File: config.mk
export PLATFORM = sky130hd
export DESIGN_NAME = color_window_centroid
export DESIGN_NICKNAME = d
export VERILOG_FILES = /design/src/hw/rtl/cwc_pkg.sv /design/src/hw/rtl/cwc_front.sv /design/src/hw/rtl/cwc_fifo.sv /design/src/hw/rtl/cwc_div.sv /design/src/hw/rtl/cwc_back.sv /design/src/hw/rtl/color_window_centroid.sv
export SDC_FILE = /design/constraint.sdc
export NUM_CORES = 1
export LEC_CHECK = 0
export BUFFER_PORTS_ARGS = -buffer_cell sky130_fd_sc_hd__clkbuf_2
export CORE_AREA = 2 2 220 222
export DETAILED_ROUTE_END_ITERATION = 7
export DIE_AREA = 0 0 222 224
export PLACE_DENSITY = 0.89
export SKIP_LAST_GASP = 1
export SYNTH_ARGS = -nofsm -noshare
export SYNTH_HDL_FRONTEND = slang
export SYNTH_SLANG_ARGS = --single-unit
File: constraint.sdc
create_clock -name clk_i -period 16.1 [get_ports clk_i]
set_clock_uncertainty 0.1 [all_clocks]
set_input_delay 4.025 -clock clk_i [delete_from_list [all_inputs] [get_ports clk_i]]
set_output_delay 4.025 -clock clk_i [all_outputs]
set_load 0.05 [all_outputs]
File: src/hw/rtl/cwc_pkg.sv
// Shared types and constants for the color window centroid block.
// Depends on nothing; every other file refers to it by scoped names.
package cwc_pkg;

  // Field widths
  localparam int CH_W       = 8;
  localparam int WIN_POS_W  = 11;
  localparam int WIN_SIZE_W = 9;
  localparam int BGR_W      = 24;
  localparam int SUM_W      = 24;
  localparam int TALLY_W    = 17;
  localparam int CENT_W     = 8;
  localparam int NORM_W     = 16;
  localparam int CFG_IDX_W  = 3;
  localparam int CFG_DATA_W = 24;

  // Frame record queue depth
  localparam int QDEPTH = 2;

  // Divider: remainder stays below the divisor, steps per kind of quotient
  localparam int REM_W          = TALLY_W;
  localparam int DIV_STEPS_CENT = SUM_W;
  localparam int DIV_STEPS_NORM = NORM_W;
  localparam int STEP_W         = $clog2(DIV_STEPS_CENT + 1);

  // Register reset values
  localparam logic [WIN_POS_W-1:0]  RST_WIN_LEFT   = 11'd215;
  localparam logic [WIN_POS_W-1:0]  RST_WIN_TOP    = 11'd100;
  localparam logic [WIN_SIZE_W-1:0] RST_WIN_SIZE   = 9'd220;
  localparam logic [BGR_W-1:0]      RST_LOWER_BGR  = 24'h647DB4;
  localparam logic [BGR_W-1:0]      RST_UPPER_BGR  = 24'hFFFFFF;
  localparam logic [TALLY_W-1:0]    RST_MIN_PIXELS = 17'd800;

  // Register indexes
  typedef enum logic [CFG_IDX_W-1:0] {
    CFG_WIN_LEFT   = 3'd0,
    CFG_WIN_TOP    = 3'd1,
    CFG_WIN_SIZE   = 3'd2,
    CFG_LOWER_BGR  = 3'd3,
    CFG_UPPER_BGR  = 3'd4,
    CFG_MIN_PIXELS = 3'd5
  } cfg_idx_e;

  typedef struct packed {
    logic [WIN_POS_W-1:0]  win_left;
    logic [WIN_POS_W-1:0]  win_top;
    logic [WIN_SIZE_W-1:0] win_size;
    logic [BGR_W-1:0]      lower_bgr;
    logic [BGR_W-1:0]      upper_bgr;
    logic [TALLY_W-1:0]    min_pixels;
  } cfg_t;

  // Totals of one finished frame
  typedef struct packed {
    logic [SUM_W-1:0]   row_sum;
    logic [SUM_W-1:0]   col_sum;
    logic [TALLY_W-1:0] tally;
    logic [TALLY_W-1:0] min_pixels;
  } rec_t;

  typedef struct packed {
    logic               start;
    logic               norm;
    logic [SUM_W-1:0]   num;
    logic [TALLY_W-1:0] den;
    logic [REM_W-1:0]   rem0;
  } div_req_t;

  typedef struct packed {
    logic             done;
    logic [SUM_W-1:0] quot;
  } div_rsp_t;

endpackage

File: src/hw/rtl/cwc_front.sv
// Pixel front end: tracks raster position, classifies pixels, accumulates sums.
// Depends on cwc_pkg; pushes one frame record per frame-end beat.
module cwc_front #(
  parameter int MAX_WINDOW    = 256,
  parameter int MAX_FRAME_DIM = 2048,
  localparam int SW = $clog2(MAX_WINDOW + 1)
) (
  input  logic                          clk_i,
  input  logic                          rst_ni,
  input  cwc_pkg::cfg_t                 cfg_i,
  input  logic                          in_valid_i,
  input  logic [cwc_pkg::CH_W-1:0]      blue_i,
  input  logic [cwc_pkg::CH_W-1:0]      green_i,
  input  logic [cwc_pkg::CH_W-1:0]      red_i,
  input  logic                          line_start_i,
  input  logic                          frame_end_i,
  input  logic                          full_i,
  output logic                          push_o,
  output cwc_pkg::rec_t                 rec_o,
  output logic [SW-1:0]                 size_o
);

  localparam int PW = $clog2(MAX_FRAME_DIM);
  localparam int AW = cwc_pkg::WIN_POS_W;
  localparam int MW = (PW > AW) ? PW : AW;
  localparam int CW = ((MW > SW) ? MW : SW) + 1;
  localparam int SUM_W = cwc_pkg::SUM_W;
  localparam int TALLY_W = cwc_pkg::TALLY_W;
  localparam logic [PW:0] POS_MAX = (PW + 1)'(MAX_FRAME_DIM - 1);

  function automatic logic chan_ok(input logic [7:0] ch, input logic [7:0] lo,
                                   input logic [7:0] hi);
    return (ch >= lo) && (ch <= hi);
  endfunction

  logic [PW-1:0]      row_q, row_d, col_q, col_d;
  logic [SUM_W-1:0]   rsum_q, rsum_d, csum_q, csum_d;
  logic [TALLY_W-1:0] tally_q, tally_d;

  logic               accept;
  logic [PW:0]        row_inc, col_inc;
  logic [PW-1:0]      row_sat, r, c, col_next;
  logic [CW-1:0]      size_w, ws_w, r_w, c_w, top_w, left_w, rr_w, cc_w;
  logic               in_win, color_ok, match;
  logic [SUM_W:0]     rsum_add, csum_add;
  logic [SUM_W-1:0]   rsum_n, csum_n;
  logic [TALLY_W-1:0] tally_n;

  assign accept = in_valid_i && !full_i;

  // Locate the pixel in the frame
  always_comb begin
    row_inc = {1'b0, row_q} + (PW + 1)'(1);
    row_sat = (row_inc > POS_MAX) ? POS_MAX[PW-1:0] : row_inc[PW-1:0];
    if (line_start_i) begin
      c = '0;
      r = (col_q != '0) ? row_sat : row_q;
    end else begin
      c = col_q;
      r = row_q;
    end
    col_inc  = {1'b0, c} + (PW + 1)'(1);
    col_next = (col_inc > POS_MAX) ? POS_MAX[PW-1:0] : col_inc[PW-1:0];
  end

  // Clamp the window side and classify the pixel
  always_comb begin
    ws_w = CW'(cfg_i.win_size);
    if (cfg_i.win_size == '0) begin
      size_w = CW'(1);
    end else if (ws_w > CW'(MAX_WINDOW)) begin
      size_w = CW'(MAX_WINDOW);
    end else begin
      size_w = ws_w;
    end
    r_w    = CW'(r);
    c_w    = CW'(c);
    top_w  = CW'(cfg_i.win_top);
    left_w = CW'(cfg_i.win_left);
    in_win = (r_w >= top_w) && (r_w < top_w + size_w) &&
             (c_w >= left_w) && (c_w < left_w + size_w);
    color_ok = chan_ok(blue_i,  cfg_i.lower_bgr[23:16], cfg_i.upper_bgr[23:16]) &&
               chan_ok(green_i, cfg_i.lower_bgr[15:8],  cfg_i.upper_bgr[15:8]) &&
               chan_ok(red_i,   cfg_i.lower_bgr[7:0],   cfg_i.upper_bgr[7:0]);
    match = in_win && color_ok;
    rr_w  = r_w - top_w;
    cc_w  = c_w - left_w;
  end

  // Accumulate with saturation
  always_comb begin
    rsum_add = {1'b0, rsum_q} + (SUM_W + 1)'(rr_w);
    csum_add = {1'b0, csum_q} + (SUM_W + 1)'(cc_w);
    rsum_n   = rsum_q;
    csum_n   = csum_q;
    tally_n  = tally_q;
    if (match) begin
      rsum_n = rsum_add[SUM_W] ? '1 : rsum_add[SUM_W-1:0];
      csum_n = csum_add[SUM_W] ? '1 : csum_add[SUM_W-1:0];
      if (tally_q != '1) begin
        tally_n = tally_q + TALLY_W'(1);
      end
    end
  end

  // Advance state; clear it after the frame-end beat
  always_comb begin
    row_d   = row_q;
    col_d   = col_q;
    rsum_d  = rsum_q;
    csum_d  = csum_q;
    tally_d = tally_q;
    if (accept) begin
      if (frame_end_i) begin
        row_d   = '0;
        col_d   = '0;
        rsum_d  = '0;
        csum_d  = '0;
        tally_d = '0;
      end else begin
        row_d   = r;
        col_d   = col_next;
        rsum_d  = rsum_n;
        csum_d  = csum_n;
        tally_d = tally_n;
      end
    end
  end

  always_ff @(posedge clk_i or negedge rst_ni) begin
    if (!rst_ni) begin
      row_q   <= '0;
      col_q   <= '0;
      rsum_q  <= '0;
      csum_q  <= '0;
      tally_q <= '0;
    end else begin
      row_q   <= row_d;
      col_q   <= col_d;
      rsum_q  <= rsum_d;
      csum_q  <= csum_d;
      tally_q <= tally_d;
    end
  end

  // Hand the finished frame to the queue
  assign push_o           = accept && frame_end_i;
  assign rec_o.row_sum    = rsum_n;
  assign rec_o.col_sum    = csum_n;
  assign rec_o.tally      = tally_n;
  assign rec_o.min_pixels = cfg_i.min_pixels;
  assign size_o           = size_w[SW-1:0];

endmodule

File: src/hw/rtl/cwc_fifo.sv
// Short queue of finished frame records between front and back.
// Depends on cwc_pkg for its depth.
module cwc_fifo #(
  parameter int DATA_W = 83
) (
  input  logic              clk_i,
  input  logic              rst_ni,
  input  logic              push_i,
  input  logic [DATA_W-1:0] din_i,
  input  logic              pop_i,
  output logic [DATA_W-1:0] dout_o,
  output logic              full_o,
  output logic              empty_o
);

  localparam int DEPTH = cwc_pkg::QDEPTH;
  localparam int PTR_W = (DEPTH > 1) ? $clog2(DEPTH) : 1;
  localparam int CNT_W = $clog2(DEPTH + 1);

  logic [DATA_W-1:0] mem_q [DEPTH];
  logic [PTR_W-1:0]  wr_ptr_q, wr_ptr_d, rd_ptr_q, rd_ptr_d;
  logic [CNT_W-1:0]  cnt_q, cnt_d;
  logic              do_push, do_pop;

  assign full_o  = (cnt_q == CNT_W'(DEPTH));
  assign empty_o = (cnt_q == '0);
  assign do_push = push_i && !full_o;
  assign do_pop  = pop_i && !empty_o;
  assign dout_o  = mem_q[rd_ptr_q];

  // Advance pointers and count
  always_comb begin
    wr_ptr_d = wr_ptr_q;
    rd_ptr_d = rd_ptr_q;
    cnt_d    = cnt_q;
    if (do_push) begin
      wr_ptr_d = (wr_ptr_q == PTR_W'(DEPTH - 1)) ? '0 : wr_ptr_q + PTR_W'(1);
    end
    if (do_pop) begin
      rd_ptr_d = (rd_ptr_q == PTR_W'(DEPTH - 1)) ? '0 : rd_ptr_q + PTR_W'(1);
    end
    if (do_push && !do_pop) begin
      cnt_d = cnt_q + CNT_W'(1);
    end else if (do_pop && !do_push) begin
      cnt_d = cnt_q - CNT_W'(1);
    end
  end

  always_ff @(posedge clk_i or negedge rst_ni) begin
    if (!rst_ni) begin
      wr_ptr_q <= '0;
      rd_ptr_q <= '0;
      cnt_q    <= '0;
    end else begin
      wr_ptr_q <= wr_ptr_d;
      rd_ptr_q <= rd_ptr_d;
      cnt_q    <= cnt_d;
    end
  end

  // Store the pushed record
  always_ff @(posedge clk_i) begin
    if (do_push) begin
      mem_q[wr_ptr_q] <= din_i;
    end
  end

endmodule

File: src/hw/rtl/cwc_div.sv
// Radix-2 restoring divider, one quotient bit per cycle, shared by all quotients.
// Depends on cwc_pkg for its request and response structs.
module cwc_div (
  input  logic              clk_i,
  input  logic              rst_ni,
  input  cwc_pkg::div_req_t req_i,
  output cwc_pkg::div_rsp_t rsp_o
);

  localparam int SUM_W  = cwc_pkg::SUM_W;
  localparam int REM_W  = cwc_pkg::REM_W;
  localparam int STEP_W = cwc_pkg::STEP_W;

  logic [REM_W-1:0]  rem_q, rem_d, den_q, den_d;
  logic [SUM_W-1:0]  quo_q, quo_d;
  logic [STEP_W-1:0] cnt_q, cnt_d;
  logic              busy_q, busy_d, done_q, done_d;
  logic [REM_W:0]    trial, diff;
  logic              ge;

  // One restoring step
  always_comb begin
    trial = {rem_q, quo_q[SUM_W-1]};
    diff  = trial - {1'b0, den_q};
    ge    = (trial >= {1'b0, den_q});
  end

  always_comb begin
    rem_d  = rem_q;
    den_d  = den_q;
    quo_d  = quo_q;
    cnt_d  = cnt_q;
    busy_d = busy_q;
    done_d = 1'b0;
    if (req_i.start) begin
      rem_d  = req_i.rem0;
      den_d  = req_i.den;
      quo_d  = req_i.num;
      cnt_d  = req_i.norm ? STEP_W'(cwc_pkg::DIV_STEPS_NORM)
                          : STEP_W'(cwc_pkg::DIV_STEPS_CENT);
      busy_d = 1'b1;
    end else if (busy_q) begin
      rem_d = ge ? diff[REM_W-1:0] : trial[REM_W-1:0];
      quo_d = {quo_q[SUM_W-2:0], ge};
      cnt_d = cnt_q - STEP_W'(1);
      if (cnt_q == STEP_W'(1)) begin
        busy_d = 1'b0;
        done_d = 1'b1;
      end
    end
  end

  always_ff @(posedge clk_i or negedge rst_ni) begin
    if (!rst_ni) begin
      busy_q <= 1'b0;
      done_q <= 1'b0;
      cnt_q  <= '0;
    end else begin
      busy_q <= busy_d;
      done_q <= done_d;
      cnt_q  <= cnt_d;
    end
  end

  always_ff @(posedge clk_i) begin
    rem_q <= rem_d;
    den_q <= den_d;
    quo_q <= quo_d;
  end

  assign rsp_o.done = done_q;
  assign rsp_o.quot = quo_q;

endmodule

File: src/hw/rtl/cwc_back.sv
// Back end: turns a frame record into centroids and normalized values.
// Depends on cwc_pkg and cwc_div; holds the result until the receiver takes it.
module cwc_back #(
  parameter int MAX_WINDOW = 256,
  localparam int SW = $clog2(MAX_WINDOW + 1)
) (
  input  logic                                 clk_i,
  input  logic                                 rst_ni,
  input  logic                                 empty_i,
  input  cwc_pkg::rec_t                        rec_i,
  input  logic [SW-1:0]                        size_i,
  output logic                                 pop_o,
  output logic                                 out_valid_o,
  input  logic                                 out_stall_i,
  output logic [cwc_pkg::CENT_W-1:0]           row_centroid_o,
  output logic [cwc_pkg::CENT_W-1:0]           col_centroid_o,
  output logic signed [cwc_pkg::NORM_W-1:0]    row_normalized_o,
  output logic signed [cwc_pkg::NORM_W-1:0]    col_normalized_o,
  output logic [cwc_pkg::TALLY_W-1:0]          match_count_o,
  output logic                                 ball_found_o
);

  localparam int SUM_W   = cwc_pkg::SUM_W;
  localparam int TALLY_W = cwc_pkg::TALLY_W;
  localparam int NORM_W  = cwc_pkg::NORM_W;
  localparam int REM_W   = cwc_pkg::REM_W;

  typedef enum logic [5:0] {
    ST_IDLE    = 6'b000001,
    ST_ROW_DIV = 6'b000010,
    ST_COL_DIV = 6'b000100,
    ST_ROW_NRM = 6'b001000,
    ST_COL_NRM = 6'b010000,
    ST_DONE    = 6'b100000
  } back_state_e;

  // Q1.15 value from the quotient, saturated when the centroid reaches the size
  function automatic logic [NORM_W-1:0] to_q15(input logic [SUM_W-1:0] avg,
                                               input logic [SUM_W-1:0] size,
                                               input logic [SUM_W-1:0] quot);
    logic [NORM_W-1:0] q;
    q = (avg >= size) ? '1 : quot[NORM_W-1:0];
    return {~q[NORM_W-1], q[NORM_W-2:0]};
  endfunction

  back_state_e        state_q, state_d;
  logic               start_q, start_d;
  logic [SUM_W-1:0]   rsum_q, rsum_d, csum_q, csum_d;
  logic [TALLY_W-1:0] tally_q, tally_d, minp_q, minp_d;
  logic [SW-1:0]      size_q, size_d;
  logic               found_q, found_d;
  logic [SUM_W-1:0]   ravg_q, ravg_d, cavg_q, cavg_d;
  logic [NORM_W-1:0]  rnorm_q, rnorm_d, cnorm_q, cnorm_d;
  logic [SUM_W-1:0]   size_ext, half_ext, avg_sel;
  logic               rec_found, is_norm;
  cwc_pkg::div_req_t  div_req;
  cwc_pkg::div_rsp_t  div_rsp;

  assign size_ext  = SUM_W'(size_q);
  assign half_ext  = SUM_W'(size_i >> 1);
  assign rec_found = (rec_i.tally != '0) && (rec_i.tally >= rec_i.min_pixels);
  assign pop_o     = (state_q == ST_IDLE) && !empty_i;

  // Select divider operands by step; normalizing shifts zeros in below the centroid
  always_comb begin
    is_norm = (state_q == ST_ROW_NRM) || (state_q == ST_COL_NRM);
    avg_sel = (state_q == ST_COL_NRM) ? cavg_q : ravg_q;
    div_req.start = start_q;
    div_req.norm  = is_norm;
    div_req.num   = is_norm ? '0 : ((state_q == ST_COL_DIV) ? csum_q : rsum_q);
    div_req.den   = is_norm ? TALLY_W'(size_q) : tally_q;
    div_req.rem0  = is_norm ? avg_sel[REM_W-1:0] : '0;
  end

  cwc_div u_div (
    .clk_i  (clk_i),
    .rst_ni (rst_ni),
    .req_i  (div_req),
    .rsp_o  (div_rsp)
  );

  // Sequence the four quotients, or only the two normalized values for a frame without a blob
  always_comb begin
    state_d = state_q;
    start_d = 1'b0;
    rsum_d  = rsum_q;
    csum_d  = csum_q;
    tally_d = tally_q;
    minp_d  = minp_q;
    size_d  = size_q;
    found_d = found_q;
    ravg_d  = ravg_q;
    cavg_d  = cavg_q;
    rnorm_d = rnorm_q;
    cnorm_d = cnorm_q;
    unique case (state_q)
      ST_IDLE: begin
        if (!empty_i) begin
          rsum_d  = rec_i.row_sum;
          csum_d  = rec_i.col_sum;
          tally_d = rec_i.tally;
          minp_d  = rec_i.min_pixels;
          size_d  = size_i;
          found_d = rec_found;
          start_d = 1'b1;
          if (rec_found) begin
            state_d = ST_ROW_DIV;
          end else begin
            ravg_d  = half_ext;
            cavg_d  = half_ext;
            state_d = ST_ROW_NRM;
          end
        end
      end
      ST_ROW_DIV: begin
        if (div_rsp.done) begin
          ravg_d  = div_rsp.quot;
          start_d = 1'b1;
          state_d = ST_COL_DIV;
        end
      end
      ST_COL_DIV: begin
        if (div_rsp.done) begin
          cavg_d  = div_rsp.quot;
          start_d = 1'b1;
          state_d = ST_ROW_NRM;
        end
      end
      ST_ROW_NRM: begin
        if (div_rsp.done) begin
          rnorm_d = to_q15(ravg_q, size_ext, div_rsp.quot);
          start_d = 1'b1;
          state_d = ST_COL_NRM;
        end
      end
      ST_COL_NRM: begin
        if (div_rsp.done) begin
          cnorm_d = to_q15(cavg_q, size_ext, div_rsp.quot);
          state_d = ST_DONE;
        end
      end
      ST_DONE: begin
        if (!out_stall_i) begin
          state_d = ST_IDLE;
        end
      end
      default: begin
        state_d = ST_IDLE;
      end
    endcase
  end

  always_ff @(posedge clk_i or negedge rst_ni) begin
    if (!rst_ni) begin
      state_q <= ST_IDLE;
      start_q <= 1'b0;
      found_q <= 1'b0;
    end else begin
      state_q <= state_d;
      start_q <= start_d;
      found_q <= found_d;
    end
  end

  always_ff @(posedge clk_i) begin
    rsum_q  <= rsum_d;
    csum_q  <= csum_d;
    tally_q <= tally_d;
    minp_q  <= minp_d;
    size_q  <= size_d;
    ravg_q  <= ravg_d;
    cavg_q  <= cavg_d;
    rnorm_q <= rnorm_d;
    cnorm_q <= cnorm_d;
  end

  // Drive the result beat
  assign out_valid_o      = (state_q == ST_DONE);
  assign row_centroid_o   = ravg_q[cwc_pkg::CENT_W-1:0];
  assign col_centroid_o   = cavg_q[cwc_pkg::CENT_W-1:0];
  assign row_normalized_o = $signed(rnorm_q);
  assign col_normalized_o = $signed(cnorm_q);
  assign match_count_o    = tally_q;
  assign ball_found_o     = found_q;

`ifndef SYNTH
  a_start_pulse: assert property (@(posedge clk_i) disable iff (!rst_ni)
    start_q |=> !start_q)
    else $error("divider start held longer than one cycle");

  a_pop_launch: assert property (@(posedge clk_i) disable iff (!rst_ni)
    pop_o |=> (start_q && (state_q == ST_ROW_DIV || state_q == ST_ROW_NRM)))
    else $error("popped record did not launch a quotient");

  a_done_order: assert property (@(posedge clk_i) disable iff (!rst_ni)
    $rose(state_q == ST_DONE) |-> $past(state_q == ST_COL_NRM))
    else $error("result shown before the last quotient");

  a_found_count: assert property (@(posedge clk_i) disable iff (!rst_ni)
    (out_valid_o && found_q) |-> (tally_q != '0 && tally_q >= minp_q))
    else $error("detection flagged with too few pixels");
`endif

endmodule

File: src/hw/rtl/color_window_centroid.sv
// Top level of the color window centroid block: configuration registers,
// pixel front end, frame record queue and divider back end.
// Depends on cwc_pkg, cwc_front, cwc_fifo, cwc_back.
//
// Usage:
//   Pixels enter as beats on the input channel (in_valid_i / in_stall_o), one
//   per cycle while in_stall_o is low, in raster order with line_start_i and
//   frame_end_i marks. in_stall_o rises only while two finished frames wait in
//   the record queue. Each frame-end beat yields one result beat on the output channel
//   (out_valid_o / out_stall_i): centroids, Q1.15 normalized values, match
//   count and the found flag.
//   For each result the back end pops the record, then runs the shared
//   one-bit-per-cycle divider: 24 steps per centroid and 16 per normalized
//   value, with a handoff between quotients; the centre fallback skips the
//   two centroid divisions.
//   A held result waits in the back end while the front keeps taking pixels;
//   only a full queue stalls the input.
//   The user must write registers (cfg_we_i / cfg_idx_i / cfg_data_i) only while
//   the block is idle; the block itself does not enforce it. Unknown indexes are ignored.
//   Reset clears position, sums, queue and sequencer and reloads the register
//   defaults; no clearing pass is needed.
module color_window_centroid #(
  parameter int MAX_WINDOW    = 256,
  parameter int MAX_FRAME_DIM = 2048
) (
  input  logic                                 clk_i,
  input  logic                                 rst_ni,
  input  logic                                 cfg_we_i,
  input  logic [cwc_pkg::CFG_IDX_W-1:0]        cfg_idx_i,
  input  logic [cwc_pkg::CFG_DATA_W-1:0]       cfg_data_i,
  input  logic                                 in_valid_i,
  output logic                                 in_stall_o,
  input  logic [cwc_pkg::CH_W-1:0]             blue_i,
  input  logic [cwc_pkg::CH_W-1:0]             green_i,
  input  logic [cwc_pkg::CH_W-1:0]             red_i,
  input  logic                                 line_start_i,
  input  logic                                 frame_end_i,
  output logic                                 out_valid_o,
  input  logic                                 out_stall_i,
  output logic [cwc_pkg::CENT_W-1:0]           row_centroid_o,
  output logic [cwc_pkg::CENT_W-1:0]           col_centroid_o,
  output logic signed [cwc_pkg::NORM_W-1:0]    row_normalized_o,
  output logic signed [cwc_pkg::NORM_W-1:0]    col_normalized_o,
  output logic [cwc_pkg::TALLY_W-1:0]          match_count_o,
  output logic                                 ball_found_o
);

  localparam int SW    = $clog2(MAX_WINDOW + 1);
  localparam int RW    = $bits(cwc_pkg::rec_t);
  localparam int REC_W = RW + SW;

  cwc_pkg::cfg_t      cfg_q, cfg_d;
  logic               push, pop, full, empty;
  cwc_pkg::rec_t      front_rec, back_rec;
  logic [SW-1:0]      front_size, back_size;
  logic [REC_W-1:0]   q_din, q_dout;

  // Decode register writes
  always_comb begin
    cfg_d = cfg_q;
    if (cfg_we_i) begin
      unique case (cwc_pkg::cfg_idx_e'(cfg_idx_i))
        cwc_pkg::CFG_WIN_LEFT:   cfg_d.win_left   = cfg_data_i[cwc_pkg::WIN_POS_W-1:0];
        cwc_pkg::CFG_WIN_TOP:    cfg_d.win_top    = cfg_data_i[cwc_pkg::WIN_POS_W-1:0];
        cwc_pkg::CFG_WIN_SIZE:   cfg_d.win_size   = cfg_data_i[cwc_pkg::WIN_SIZE_W-1:0];
        cwc_pkg::CFG_LOWER_BGR:  cfg_d.lower_bgr  = cfg_data_i[cwc_pkg::BGR_W-1:0];
        cwc_pkg::CFG_UPPER_BGR:  cfg_d.upper_bgr  = cfg_data_i[cwc_pkg::BGR_W-1:0];
        cwc_pkg::CFG_MIN_PIXELS: cfg_d.min_pixels = cfg_data_i[cwc_pkg::TALLY_W-1:0];
        default: begin
          cfg_d = cfg_q;
        end
      endcase
    end
  end

  always_ff @(posedge clk_i or negedge rst_ni) begin
    if (!rst_ni) begin
      cfg_q.win_left   <= cwc_pkg::RST_WIN_LEFT;
      cfg_q.win_top    <= cwc_pkg::RST_WIN_TOP;
      cfg_q.win_size   <= cwc_pkg::RST_WIN_SIZE;
      cfg_q.lower_bgr  <= cwc_pkg::RST_LOWER_BGR;
      cfg_q.upper_bgr  <= cwc_pkg::RST_UPPER_BGR;
      cfg_q.min_pixels <= cwc_pkg::RST_MIN_PIXELS;
    end else begin
      cfg_q <= cfg_d;
    end
  end

  // Stall pixels only when the record queue is full
  assign in_stall_o = full;

  cwc_front #(
    .MAX_WINDOW    (MAX_WINDOW),
    .MAX_FRAME_DIM (MAX_FRAME_DIM)
  ) u_front (
    .clk_i        (clk_i),
    .rst_ni       (rst_ni),
    .cfg_i        (cfg_q),
    .in_valid_i   (in_valid_i),
    .blue_i       (blue_i),
    .green_i      (green_i),
    .red_i        (red_i),
    .line_start_i (line_start_i),
    .frame_end_i  (frame_end_i),
    .full_i       (full),
    .push_o       (push),
    .rec_o        (front_rec),
    .size_o       (front_size)
  );

  // Pack size and totals into one queue word
  assign q_din     = {front_size, front_rec};
  assign back_rec  = cwc_pkg::rec_t'(q_dout[RW-1:0]);
  assign back_size = q_dout[REC_W-1:RW];

  cwc_fifo #(
    .DATA_W (REC_W)
  ) u_fifo (
    .clk_i   (clk_i),
    .rst_ni  (rst_ni),
    .push_i  (push),
    .din_i   (q_din),
    .pop_i   (pop),
    .dout_o  (q_dout),
    .full_o  (full),
    .empty_o (empty)
  );

  cwc_back #(
    .MAX_WINDOW (MAX_WINDOW)
  ) u_back (
    .clk_i            (clk_i),
    .rst_ni           (rst_ni),
    .empty_i          (empty),
    .rec_i            (back_rec),
    .size_i           (back_size),
    .pop_o            (pop),
    .out_valid_o      (out_valid_o),
    .out_stall_i      (out_stall_i),
    .row_centroid_o   (row_centroid_o),
    .col_centroid_o   (col_centroid_o),
    .row_normalized_o (row_normalized_o),
    .col_normalized_o (col_normalized_o),
    .match_count_o    (match_count_o),
    .ball_found_o     (ball_found_o)
  );

endmodule

# Yosys cells after proc, flatten, opt, wreduce, memory -nomap -nowiden
# Memories as Yosys holds them, arrays and structs flattened.
# Index checks and enable logic that the tools add are counted.
# op_classes
order_cmp	17
shifts	0
n_div	0
mul	0
n_addsub	15
bitwise	3
muxes	61
n_eq_ne	21
reduce_logical	44
# op_table
cell	count
24-bit 2-to-1 mux	13
17-bit 2-to-1 mux	8
24-bit case mux with 2 select lines	2
11-bit 2-to-1 mux	7
24-bit by 12-bit adder with 25-bit output	2
24-bit by 9-bit greater-or-equal comparator with 1-bit output	2
6-bit 2-to-1 mux	6
6-bit case mux with 6 select lines	1
16-bit 2-to-1 mux	2
11-bit by 1-bit adder with 12-bit output, second input constant	2
11-bit by 12-bit adder with 12-bit output	2
8-bit greater-or-equal comparator	3
12-bit by 11-bit > comparator with 1-bit output, second input constant	2
8-bit <= comparator	3
11-bit by 12-bit less-than comparator with 1-bit output	2
11-bit by 11-bit subtractor with 12-bit output	2
11-bit greater-or-equal comparator	2
18-bit by 17-bit greater-or-equal comparator with 1-bit output	1
9-bit 2-to-1 mux	2
2-bit AND reduction	9
17-bit by 1-bit adder with 17-bit output, second input constant	1
17-bit greater-or-equal comparator	1
1-bit logical AND	17
17-bit inequality test, second input constant	1
other kinds (36)	68
# word_totals
register_bits	414
inputBits	58
latch_bits	0
memories	1
output_inout_bits	68
mem_bits_rw	182
word_cells	196
romBits	0
# mem_list
memory	words	width	rd	rd_ports_with_merged_regs	wr	line_no	text
u_fifo.mem_q	2	91	1	0	1	cwc_fifo.sv:20	logic [DATA_W-1:0] mem_q [DEPTH];

# Logic depth before layout (Yosys ltp)
# Gate-level depths: netlist (run 1).
# depth
ltp_word	12
ltp_mapped	31
ltp_nobuf	27

# By module
# A second synthesis (run 1) with hierarchy kept.
# unflattened
hier_cells	2756
hier_area_um2	32578.7
# modules_own_cells
module	seq_area_each_um2	cells_each	n_inst	area_each_um2
cwc_front	2177.1	1361	1	10475.0
cwc_back	4825.9	573	1	7355.8
cwc_fifo	5565.3	302	1	7163.1
color_window_centroid	2469.9	207	1	3801.1
cwc_div	1916.8	313	1	3783.6

# Least setup slack after synthesis (run 1)
# No wires, ideal clock.
# synth_path
kind	input-to-reg
from	input port line_start_i
to	memory u_fifo.mem_q[0][80] (netlist bit) (data pin)
required_time_ps	15738
path_stages	28
setup_time_ps	262
n_path_buf	1
arrival_ps	8987
setup_slack_ps	6750
path_cell_list	inv_1 > a31oi_4 > and4_1 > nand3_1 > or2_2 > clkbuf_1 > and2_1 > inv_1 > ha_1 > nor2b_1 > o21ai_0 > nand2b_1 > a21o_1 > a21oi_1 > o21bai_1 > a21o_1 > a311oi_1 > xnor2_1 > ha_1 > nand2_1 > a21o_1 > o2111a_1 > o21bai_1 > a21o_1 > and2_1 > nor4b_2 > nand3_1 > mux2_2
# synth_rtl
item	line_no	text
from (decl)	color_window_centroid.sv:36	input logic line_start_i,
to (decl)	cwc_fifo.sv:20	

==> results.json, run 1 <==
{
  "crit_type": "in -> reg",
  "final_common_cell": "edfxtp_1",
  "grt_pass1_vias": 22800,
  "start_kind": "input port",
  "synth_compound_area_frac": 0.125,
  "power_density_nw_per_um2": 170,
  "cpPeakStageDelay_ns": 0.49,
  "synthesis.area_um2": 31300,
  "area_delta_synth_final_pct": 10.2,
  "status": "finished, final reports clean",
  "dp_hpwl_um": 53200,
  "cp.arrival_ns": 10.27,
  "synth_mux_area_frac": 0.0720,
  "clk_latency_ns": 0.64,
  "synth_fa_ha_area_frac": 0.0816,
  "slew_violations": 0,
  "root_buffer": "clkbuf_16",
  "grt_max_degree": 77,
  "clock-sinks": 596,
  "yosys.area_share.simple": 0.114,
  "finalCriticalPeriod_ns": 9.99,
  "numCtsBuffers": 60,
  "vias": 22700,
  "core_um2": 47300,
  "clk_pin_slew_worst_paths_ns": 0.06,
  "cpMostUsedCell": "a21o_1",
  "worstMarginPinSlew_ns": 1.16,
  "post-cts-setup-buffer-count": 0,
  "yosys.area.top_type": "edfxtp_1",
  "grt_overflow": 0,
  "end_kind": "register",
  "hold_viol_final": 0,
  "routed_wl_um": 79500,
  "ys_types": 86,
  "gp_congestion": 0.911,
  "finalSetupViolCount": 0,
  "p_leak_nw": 14.5,
  "path_max_fanout": 16,
  "wl_per_cell_um": 23.0,
  "htreeDepth": 2,
  "syn_nets": 2962,
  "start_util": 0.661,
  "cts_resized": 0,
  "synth_top_family_by_area": "compound AO/OA/AOI/OAI gates",
  "final_net_count": 3048,
  "rsz0062_at_grt": "false",
  "row_count": 80,
  "drv_cap": 0,
  "grt_util_all_layers": 0.320,
  "die_h_um": 224,
  "die_w_um": 222,
  "synth_seq_cells": 596,
  "multiInputGateArea_um2": 13200,
  "seq_area_frac_synth": 0.541,
  "avgSynthCellArea_um2": 11.6,
  "grt_pass1_wl_um": 125000,
  "diodes": 0,
  "netlist_instances": 2704,
  "drive_gt1_frac": 0.173,
  "clockBufferDepth": 3,
  "slew_headroom": 0.226,
  "crit_required_ns": 16.38,
  "routed_via_density": 6.58,
  "n_fill_cell": 2975,
  "peakVddDrop_uv": 146,
  "cts_tree": "done",
  "layout.area.seq_um2": 17000,
  "ys.flop_type": "edfxtp_1",
  "finalSetupTns_ns": 0,
  "antenna_found_initial": 1,
  "fmax_mhz": 100,
  "layout_common_cells": "edfxtp_1 (394), nand2_1 (205), ha_1 (193), inv_1 (178), a21oi_1 (147)",
  "hold_path_class": "reg -> reg",
  "synth_xor_area_frac": 0.0269,
  "cts_hold_buffers": 0,
  "final_antenna_net_count": 0,
  "dr.pass1.iters": 6,
  "synthArstFlopShare": 0.339,
  "finalCritPeriodShare": 0.621,
  "synth_edf_count": 394,
  "drcViolationCount": 0,
  "synth_area_leaders": "edfxtp_1 (38%), dfrtp_1 (12%), ha_1 (7.7%)",
  "io_buffers": 125,
  "dieArea_um2": 49700,
  "pin_count": 126,
  "slowest_stage": "nor4b_2",
  "drt_iter0_drc": 2449,
  "place_ws_ns": 5.63,
  "ys_warn_count": 0,
  "yosys.area.top_type_share": 0.378,
  "fin_ws_ns": 6.11
}
==> through the flow <==
step,cell area [um2],power [mW],hold WS (ns),std cells,utilization
CTS,34500,5.84,0.375,3454,0.728
global placement,32400,4.22,0.347,3341,0.684
floorplan,31300,3.78,0.337,2704,-
global route,34500,6.13,0.396,3456,0.729
finish,34500,5.87,0.375,3456,0.729
detailed placement,32400,4.34,0.363,3341,0.684
==> critical path: cells and delay by family <==
kind / cells / cell delay, ns
buffers and inverters: 3 / 0.51
xor gates and xnor gates: 1 / 0.13
muxes: 1 / 0.30
adders and majority gates: 2 / 0.61
AOI/OAI and AO/OA: 11 / 2.38
and+or+nand+nor: 10 / 2.30
==> synthesized netlist by cell type, drive strengths merged (42+ instances only) <==
cell / number
inv: 179
nor3: 50
ha: 193
mux2: 143
nor2: 142
o21ai: 139
edfxtp: 394
nand2b: 55
and3: 42
dfrtp: 147
mux2i: 64
nor2b: 44
a21o: 42
clkbuf: 90
dfstp: 55
xnor2: 57
a21oi: 147
nand2: 206
==> cell families (layout without fill, tap and decap cells) <==
logic type | count (synthesis) | in the layout
simple gates | 704 | 704
mux | 207 | 207
buf+inv | 309 | 446
xor+xnor | 96 | 96
compound gates | 592 | 592
fa+ha+maj | 200 | 200
flops | 596 | 596
==> where the power goes <==
group	switching [mW]	internal, mW	total (mW)
Clock	0.614	0.848	1.46
Combinational	1.29	0.728	2.02
Sequential	0.232	2.15	2.38
Total	2.14	3.73	5.87
==> area by class of cell <==
class                           count  area share
Clock inverter                     36      0.0120
Sequential cell                   596       0.492
Clock buffer                       77      0.0483
Timing Repair Buffer              154      0.0246
Multi-Input combinational cell   1799       0.382
Tap cell                          615      0.0223
Inverter                          179      0.0195
==> flip-flops by register name, indices dropped and copies added, names as in the netlist, 24 cells and up <==
signal,cells
cfg_q,96
u_back.cavg_q,24
u_back.csum_q,24
u_back.ravg_q,24
u_back.rsum_q,24
u_back.u_div.quo_q,24
u_fifo.mem_q,182
u_front.csum_q,24
u_front.rsum_q,24
==> path summary, 6_finish.rpt <==
kind | start | end | slack (ns) | cells past startpoint
max | line_start_i | u_fifo.mem_q[0][80] | 6.11 | 28
min | cfg_q[7] | u_fifo.mem_q[0][7] | 0.37 | 0
max reg2reg | u_front.col_q[6] | u_fifo.mem_q[0][80] | 9.29 | 27
min reg2reg | cfg_q[7] | u_fifo.mem_q[0][7] | 0.37 | 0
max in group asynchronous | rst_ni | cfg_q[70] | 10.38 | 3
min in group asynchronous | rst_ni | u_front.csum_q[9] | 3.33 | 1
==> per-layer routing <==
layer / vias up / track usage / part of all wire
met3: 302 / 0.0555 / 0.081
met4: 0 / 0.156 / 0.051
li1: 10100 / - / -
met5: - / 0 / 0
met1: 11100 / 0.403 / 0.38
met2: 1235 / 0.540 / 0.49
Note: power is estimated with default switching activity, not from simulation.
==> run 2: changes to the inputs <==
- ABC_AREA: default -> 1
- CORE_AREA: 2 2 220 222 -> 2 2 230 232
- DIE_AREA: 0 0 222 224 -> 0 0 232 234
- PLACE_DENSITY: 0.89 -> 0.84
- clock period: 16.1 -> 10.3 ns (I/O delays scaled with it)
==> run 2 against run 1 <==
  * First-iteration DRC count is 5.3% higher
  * Global-route usage shrank 3.4 points
  * Synthesized cell count is 30% higher
  * Combinational power rose by 57%
  * Die area up 9.2%
  * Non-clock buffer count is 8 lower
  * Total power up 56%
  * Largest power group unchanged
  * Worst hold slack gained 0.0047 ns
  * Register-to-register slack got worse by 5.0 ns
  * Synthesized area rose by 2.9%
  * Core utilization shrank 4.6 points
==> results.json, run 2 <==
{
  "status": "finished, final reports clean",
  "hold_end": "u_fifo.mem_q[1][10]",
  "gp_congestion": 0.967,
  "root_buffer": "clkbuf_16",
  "pin_count": 126,
  "cts_tree": "done",
  "slowest_stage": "ha_1",
  "drive_gt1_frac": 0.100,
  "clock-sinks": 596,
  "hold_path_class": "reg -> reg",
  "diodes": 0,
  "antenna_found_initial": 0,
  "min_from": "cfg_q[10]",
  "grt_overflow": 0,
  "finalSetupTns_ns": 0,
  "regToRegEndpoint": "u_fifo.mem_q[1][46]",
  "dieArea_um2": 54300,
  "area_delta_synth_final_pct": 10.1,
  "grt_use_met2": 0.481,
  "ys_warn_count": 0,
  "ys.flop_type": "edfxtp_1",
  "rsz0062_at_grt": "false",
  "seq_area_frac_synth": 0.526,
  "grt_max_degree": 84,
  "end_kind": "register",
  "r2r_cells": 24,
  "syn_nets": 3777,
  "die_h_um": 234,
  "worst_hold_slack_ns": 0.380,
  "netlist_instances": 3519,
  "cpMostUsedCell": "inv_1",
  "final_net_count": 3866,
  "dpl-instance-area_um2": 33400,
  "power_density_nw_per_um2": 257,
  "start_util": 0.619,
  "final_common_cell": "nand2_1",
  "slew_headroom": 0.252,
  "synth_common_cells": "nand2_1 (946), inv_1 (433), edfxtp_1 (394)",
  "crit_type": "in -> reg",
  "largest_reg_flops": 182,
  "crit_required_ns": 10.68,
  "drcViolationCount": 0,
  "peakVddDrop_uv": 167,
  "grt_util_all_layers": 0.285,
  "yosys.area.top_type": "edfxtp_1",
  "clockBufferDepth": 3,
  "gr-max-usage-layer": "met2",
  "grt_pass1_wl_um": 122000,
  "avgSynthCellArea_um2": 9.16,
  "cts_hold_buffers": 0,
  "reg_top3": "u_fifo.mem_q (182), cfg_q (96)",
  "io_buffers": 125,
  "layout_common_cells": "nand2_1 (946), inv_1 (432), edfxtp_1 (394), o21ai_0 (239)",
  "synth.most_common_cell": "nand2_1",
  "start_kind": "input port",
  "die_w_um": 232,
  "min_delay_path_depth": 0,
  "worstMarginPinSlew_ns": 1.12,
  "finalSetupViolCount": 0,
  "clk_pin_slew_worst_paths_ns": 0.06,
  "post-cts-setup-buffer-count": 0,
  "r2r_setup_slack_ns": 4.33,
  "wl_per_cell_um": 17.7,
  "p_total_mw": 9.13,
  "n_fill_cell": 3894,
  "routed_via_density": 5.70,
  "hold_viol_final": 0,
  "p_leak_nw": 16.3,
  "numCtsBuffers": 60,
  "cts_resized": 0,
  "routed_wl_um": 77000,
  "grt_use_met1": 0.380,
  "met3_usage": 0.0407,
  "postLayoutCellArea_um2": 35500,
  "synthesis.area_um2": 32200,
  "htreeDepth": 2,
  "finalCritPeriodShare": 0.682,
  "dp_hpwl_um": 54000,
  "grt_pass1_vias": 23400,
  "drv_cap": 0,
  "path_max_fanout": 15,
  "synth_seq_cells": 596,
  "row_count": 84,
  "vias": 24800,
  "cpPeakStageDelay_ns": 0.38,
  "regMostFlops": "u_fifo.mem_q",
  "finalCriticalPeriod_ns": 7.03,
  "core_um2": 52000,
  "synth_area_leaders": "edfxtp_1 (37%), dfrtp_1 (11%), nand2_1 (11%)",
  "slew_violations": 0,
  "yosys.area.top_type_share": 0.367,
  "dr.pass1.iters": 6,
  "cp.arrival_ns": 7.40,
  "clk_latency_ns": 0.63,
  "fmax_mhz": 142,
  "synth_edf_count": 394,
  "drt_iter0_drc": 2578,
  "r2r_start": "cfg_q[67]",
  "synthArstFlopShare": 0.339,
  "ys_types": 62,
  "final_antenna_net_count": 0
}
-- run 2: metrics by stage --
step                      setup slack, ns  cells   util
after global routing                 2.57   4347  0.682
final                                3.27   4347  0.682
after detailed placement             2.72   4234  0.642
after CTS                            3.36   4347  0.682
after floorplan                      2.91   3519      -
after global placement               2.86   4234  0.642
-- run 2: worst max-delay path by stage --
stage	startpoint	to	cells past startpoint
detailed placement	line_start_i	u_fifo.mem_q[1][61]	29
CTS	line_start_i	u_fifo.mem_q[1][61]	29
global placement	line_start_i	u_fifo.mem_q[0][63]	29
floorplan	in_valid_i	u_fifo.mem_q[0][0]	4
finish	line_start_i	u_fifo.mem_q[1][61]	29
global route	line_start_i	u_fifo.mem_q[1][61]	29
-- run 2: worst max-delay path: cells and delay by family --
| kind | cells | cell delay (ns) |
|---|---|---|
| fa+ha+maj | 2 | 0.73 |
| simple gates | 15 | 2.33 |
| xor+xnor | 1 | 0.16 |
| buf+inv | 6 | 0.71 |
| compound gates | 5 | 0.90 |
-- run 2: power breakdown --
group	total [mW]	switching, mW	internal, mW	leakage (nW)
registers	3.64	0.303	3.34	6.26
logic	3.18	2.20	0.979	9.05
clock network	2.31	0.942	1.37	1.04
total	9.13	3.45	5.68	16.3
-- run 2: final cells by class --
class / count / area [um2] / share of cell area
Clock inverter: 43 / 518 / 0.0146
Inverter: 440 / 1650 / 0.0466
Multi-Input combinational cell: 2364 / 13100 / 0.369
Sequential cell: 596 / 17000 / 0.478
Tap cell: 688 / 861 / 0.0243
Timing Repair Buffer: 146 / 792 / 0.0223
Clock buffer: 70 / 1600 / 0.0451
-- run 2: cell families (layout without fill, tap and decap cells) --
group                      after synthesis  after routing  synth area share
DFF                                    596            596             0.526
AOI/OAI and AO/OA                      477            477            0.0806
muxes                                   50             50            0.0160
adders and majority gates              200            200            0.0793
and+or+nand+nor                       1543           1543             0.203
buffers and inverters                  559            699            0.0690
xor gates and xnor gates                94             94            0.0255
-- run 2: routing by layer --
layer / up-vias / wire length (um)
met5: - / 0
met4: 0 / 2490
met3: 167 / 5350
met2: 989 / 37500
met1: 11700 / 31700
li1: 11900 / -
